--- config.mk ---
export PLATFORM = sky130hd
export DESIGN_NAME = scfp_ctrl
export DESIGN_NICKNAME = d
export VERILOG_FILES = /design/src/scfp_pkg.sv /design/src/scfp_ctrl.sv
export SDC_FILE = /design/constraint.sdc
export NUM_CORES = 1
export LEC_CHECK = 0
export BUFFER_PORTS_ARGS = -buffer_cell sky130_fd_sc_hd__buf_2
export CAP_MARGIN = 20
export CORE_UTILIZATION = 28
export CTS_BUF_LIST = sky130_fd_sc_hd__clkbuf_8
export DETAILED_ROUTE_END_ITERATION = 12
export SLEW_MARGIN = 20
export SYNTH_ARGS = -nofsm -noshare
export SYNTH_HDL_FRONTEND = slang
export SYNTH_SLANG_ARGS = --single-unit
--- constraint.sdc ---
create_clock -name i_clk -period 3.7 [get_ports i_clk]
set_input_delay 0.37 -clock i_clk [delete_from_list [all_inputs] [get_ports i_clk]]
set_output_delay 0.37 -clock i_clk [all_outputs]
set_load 0.005 [all_outputs]
--- src/scfp_pkg.sv ---
`timescale 1ns / 1ps
// ----------------------------------------------------------------------------
// scfp_pkg: shared types and constants of the sampled complex factor product
// Field layouts, operation and register codes, and the command and status
// structs that join the controller to the datapath.
// ----------------------------------------------------------------------------
package scfp_pkg;

    localparam int MAX_RANK = 16;
    localparam int MAX_ROWS = 1024;
    localparam int MAX_COLS = 1024;

    localparam int LINE_W  = 10;
    localparam int KPOS_W  = 4;
    localparam int ADDR_W  = LINE_W + KPOS_W;
    localparam int LEFT_DEPTH  = MAX_RANK * MAX_ROWS;
    localparam int RIGHT_DEPTH = MAX_RANK * MAX_COLS;
    localparam int ENTRY_W = 16;
    localparam int WORD_W  = 2 * ENTRY_W;
    localparam int PROD_W  = 2 * ENTRY_W;
    localparam int ACC_W   = 40;
    localparam int RANK_W  = 5;
    localparam int DIM_W   = 11;

    localparam logic [RANK_W-1:0] RANK_RESET = RANK_W'(MAX_RANK);
    localparam logic [DIM_W-1:0]  ROWS_RESET = DIM_W'(MAX_ROWS);
    localparam logic [DIM_W-1:0]  COLS_RESET = DIM_W'(MAX_COLS);

    localparam logic [1:0] OP_LOAD_LEFT  = 2'd0;
    localparam logic [1:0] OP_LOAD_RIGHT = 2'd1;
    localparam logic [1:0] OP_QUERY      = 2'd2;

    localparam logic [1:0] REG_RANK = 2'd0;
    localparam logic [1:0] REG_ROWS = 2'd1;
    localparam logic [1:0] REG_COLS = 2'd2;

    typedef struct packed {
        logic [1:0]                op;
        logic [LINE_W-1:0]         factor_line;
        logic [KPOS_W-1:0]         rank_pos;
        logic signed [ENTRY_W-1:0] entry_re;
        logic signed [ENTRY_W-1:0] entry_im;
        logic [LINE_W-1:0]         query_row;
        logic [LINE_W-1:0]         query_col;
    } t_in_item;

    typedef struct packed {
        logic signed [ACC_W-1:0] result_re;
        logic signed [ACC_W-1:0] result_im;
        logic                    index_error;
    } t_out_item;

    typedef struct packed {
        logic              wr_left;
        logic              wr_right;
        logic              capture;
        logic              rd_en;
        logic [KPOS_W-1:0] rd_k;
    } t_dp_cmd;

    typedef struct packed {
        logic              range_err;
        logic [RANK_W-1:0] nrank;
    } t_dp_status;

endpackage

--- src/scfp_ctrl.sv ---
`timescale 1ns / 1ps
// ----------------------------------------------------------------------------
// scfp_ctrl: controller of the sampled complex factor product
// Accepts commands, issues store writes and the rank sweep of a query, waits
// for the multiply-accumulate pipeline to drain and raises the result strobe.
// ----------------------------------------------------------------------------
module scfp_ctrl (
    input  logic                  i_clk,
    input  logic                  i_rst_n,
    input  logic                  i_start,
    input  logic [1:0]            i_op,
    input  scfp_pkg::t_dp_status  i_status,
    output scfp_pkg::t_dp_cmd     o_cmd,
    output logic                  o_busy,
    output logic                  o_strobe
);

    localparam logic [1:0] S_IDLE  = 2'd0;
    localparam logic [1:0] S_RUN   = 2'd1;
    localparam logic [1:0] S_DRAIN = 2'd2;
    localparam logic [1:0] S_OUT   = 2'd3;

    logic [1:0]                    r_state, n_state;
    logic [scfp_pkg::KPOS_W-1:0]   r_k, n_k;
    logic                          r_drain, n_drain;
    logic                          accept;
    logic                          last_k;

    assign accept = i_start && (r_state == S_IDLE);
    assign last_k = ({1'b0, r_k} == (i_status.nrank - scfp_pkg::RANK_W'(1)));

    always_comb begin
        n_state = r_state;
        n_k     = r_k;
        n_drain = r_drain;
        o_cmd   = '0;
        o_cmd.rd_k = r_k;
        case (r_state)
            S_IDLE: begin
                if (accept) begin
                    case (i_op)
                        scfp_pkg::OP_LOAD_LEFT:  o_cmd.wr_left  = 1'b1;
                        scfp_pkg::OP_LOAD_RIGHT: o_cmd.wr_right = 1'b1;
                        scfp_pkg::OP_QUERY: begin
                            o_cmd.capture = 1'b1;
                            n_k = '0;
                            // Out-of-range queries and an empty rank sum go
                            // straight to the result with cleared sums.
                            if (i_status.range_err || (i_status.nrank == '0)) begin
                                n_state = S_OUT;
                            end else begin
                                n_state = S_RUN;
                            end
                        end
                        default: ;
                    endcase
                end
            end
            S_RUN: begin
                o_cmd.rd_en = 1'b1;
                n_k = r_k + scfp_pkg::KPOS_W'(1);
                if (last_k) begin
                    n_state = S_DRAIN;
                    n_drain = 1'b0;
                end
            end
            S_DRAIN: begin
                // Drains the pipeline: read data to products, products to sums.
                n_drain = 1'b1;
                if (r_drain) begin
                    n_state = S_OUT;
                end
            end
            S_OUT: begin
                n_state = S_IDLE;
            end
            default: n_state = S_IDLE;
        endcase
    end

    always_ff @(posedge i_clk) begin
        if (!i_rst_n) begin
            r_state <= S_IDLE;
            r_k     <= '0;
            r_drain <= 1'b0;
        end else begin
            r_state <= n_state;
            r_k     <= n_k;
            r_drain <= n_drain;
        end
    end

    assign o_busy   = (r_state != S_IDLE);
    assign o_strobe = (r_state == S_OUT);

endmodule

==> flow_summary.ini <==
[synth]
synth-xor-area-share = 0.0597
synth_compound_area_frac = 0.217
ys_types = 27
synth_cells = 73
synthMuxAreaShare = 0.0341
avgSynthCellArea_um2 = 8.04
syn-cell-area_um2 = 587
yosys.area_share.adder = 0.128
ys_ff_latch = 7
ys_seq_area_frac = 0.239
yosysWarnings = 0
syn_nets = 90
synth_simple_gate_area_frac = 0.258
synth_top_family_by_area = simple AND/OR/NAND/NOR gates

[routing]
routed_via_density = 4.76
vias = 590
routed_wl_mm = 1.24
drt_iter0_markers = 7
drcViolationCount = 0
wl_per_cell_um = 10.0
dr.pass1.iters = 3
ant_nets = 0

[setup_path]
r2r-start = r_state[0]$_SDFFE_PN0P_
slowest_stage = dfxtp_1
crit_chain = inv_1 -> ha_1 -> nand2_1 -> nor3b_1 -> buf_2
rrSetupSlack_ps = 2170
start_kind = register
critPathKind = register to output port
rr_endpoint = r_k[1]$_SDFFE_PN0P_
endpoint_kind = output port
crit_path_start = r_state[0]$_SDFFE_PN0P_
cp_max_fo = 8
r2r_cells = 6
crit_path_end = o_cmd[6]
worstPathArrival_ps = 1370
max_stage_delay_ps = 330
worstPathRequired_ps = 3330

[clocking]
cts_buffers = 3
postCtsSetupBuffers = 0
cts.path.max_buffers = 2
hold_buffers = 0
cts.sinks = 7
clkSlewWorstSetupHoldPaths_ps = 40
insertion_delay_ps = 230
root_buffer = clkbuf_8
htree_levels = 1
cts_tree = yes
cts_resized = 0

[floorplanning]
core_um2 = 1960
boundaryPins = 21
die_h_um = 47.8
die-area_um2 = 2280
die_w_um = 47.8
num_rows = 16
initial_utilization = 0.299

[placement]
dp_cells = 120
dp_hpwl_mm = 1.03
place_area_um2 = 721
place.gp.congestion = 0.737
port_buffers = 20

[power]
peakVddDrop_mv = 0.184
p_leak_nw = 0.360
powerDensity_nw_per_um2 = 511

[run_status]
outcome = finished clean

[sta]
fin_crit_ps = 1740
setup_viol_count_final = 0
period_share = 0.469
rsz0062_at_grt = no
maxSlewHeadroom = 0.688
drv_slew = 0
clock_skew_ps = 0.990
max_clock_freq_mhz = 576
tns_ps = 0
hold_violations = 0
worst_slew_pin_slew_ps = 463

[layout]
syn_to_final_growth_pct = 30.5
design_area_um2 = 766
nNetsFinal = 115
final_cells = 124
antenna_cells = 0
drive_gt1_frac = 0.278

[global_route]
grt_pass1_wl_mm = 1.91
grt_use_total = 0.126
grt_pass1_vias = 509
antenna_found_initial = 0
grt_remaining_overflow = 0
grt_max_degree = 9

[worst_hold_path]
worstHoldPathType = input pin to register

[flow_run]
drv_cap = 0
metal layers:
layer  wire length, um  global-route usage  vias up
met1               526               0.120      274
met2               635               0.232       11
met3                42              0.0340        4
met4                36              0.0833        0
met5                 0                   0        -
li1                  -                   -      301
power by group:
group	internal, mW	total, mW	switching [mW]
logic	0.0800	0.180	0.100
clock network	0.0716	0.104	0.0324
registers	0.0911	0.107	0.0156
total	0.243	0.391	0.148
layout make-up:
type                    instances  area, um2
inverters                      10       37.5
flip-flops and latches          7        140
multi-input cells              56        409
well taps                      27       33.8
repair buffers                 20        100
clock buffers                   3       41.3
clock inverters                 1       3.75
fillers                       229       1200
sequential cells by signal, indices dropped and copies added, names as in the netlist:
| signal | flops |
|---|---|
| r_drain | 1 |
| r_k | 4 |
| r_state | 2 |
synth_stat cells:
library cell,instances,share of area
nand2_1,8,0.051
a221oi_1,1,0.015
o211ai_1,1,0.013
o21ai_1,1,0.0085
o221a_4,1,0.034
nand2b_1,3,0.032
a21oi_1,4,0.034
mux2i_1,2,0.034
and2_1,1,0.011
a32oi_1,1,0.015
and3b_2,1,0.017
o21ai_0,4,0.034
o311a_4,1,0.036
nor2_1,5,0.032
nand3b_1,3,0.038
nor3_1,3,0.026
xor2_1,1,0.015
and3_4,1,0.019
nor3b_1,1,0.013
ha_1,6,0.13
dfxtp_1,7,0.24
xnor2_1,3,0.045
o311ai_0,1,0.015
nand3_1,1,0.0085
inv_1,10,0.064
a211oi_1,1,0.013
nor2b_1,1,0.011
cells by family after synthesis:
group / count (synthesis)
AND/OR/NAND/NOR: 28
AO/OA/AOI/OAI: 16
buffers and inverters: 10
flip-flops: 7
adder cells (fa/ha/maj): 6
XOR/XNOR: 4
multiplexers: 2
cell usage in the layout, fill, tap and decap left out, types with 4 or more instances in the layout:
cell type   n
nand2_1     8
inv_1      11
nor2_1      5
ha_1        6
dfxtp_1     7
a21oi_1     4
buf_2      20
o21ai_0     4
how the worst min path moves through the flow:
stage	startpoint	to	slack, ps	depth (start not counted)
after CTS	i_rst_n	r_state[1]$_SDFFE_PN0P_	440	3
after global placement	r_drain$_SDFFE_PN0P_	r_drain$_SDFFE_PN0P_	470	2
after floorplan	r_drain$_SDFFE_PN0P_	r_drain$_SDFFE_PN0P_	460	2
final	i_rst_n	r_state[1]$_SDFFE_PN0P_	440	3
after detailed placement	r_drain$_SDFFE_PN0P_	r_drain$_SDFFE_PN0P_	490	2
after global routing	i_rst_n	r_state[0]$_SDFFE_PN0P_	450	3
worst max-delay path: cells and delay by family (launching register included):
family	cells	cell delay (ps)
fa+ha+maj	1	300
buf+inv	2	220
flops	1	330
simple gates	2	290
metrics by stage:
stage,util,setup slack (ps),hold slack [ps],power (mW)
after floorplan,-,2050,460,0.236
after global placement,0.367,1900,473,0.288
after detailed placement,0.367,1840,493,0.291
after CTS,0.390,1950,443,0.397
after global routing,0.390,1750,455,0.424
final,0.390,1960,438,0.391
Note: power is estimated with default switching activity, not from simulation.
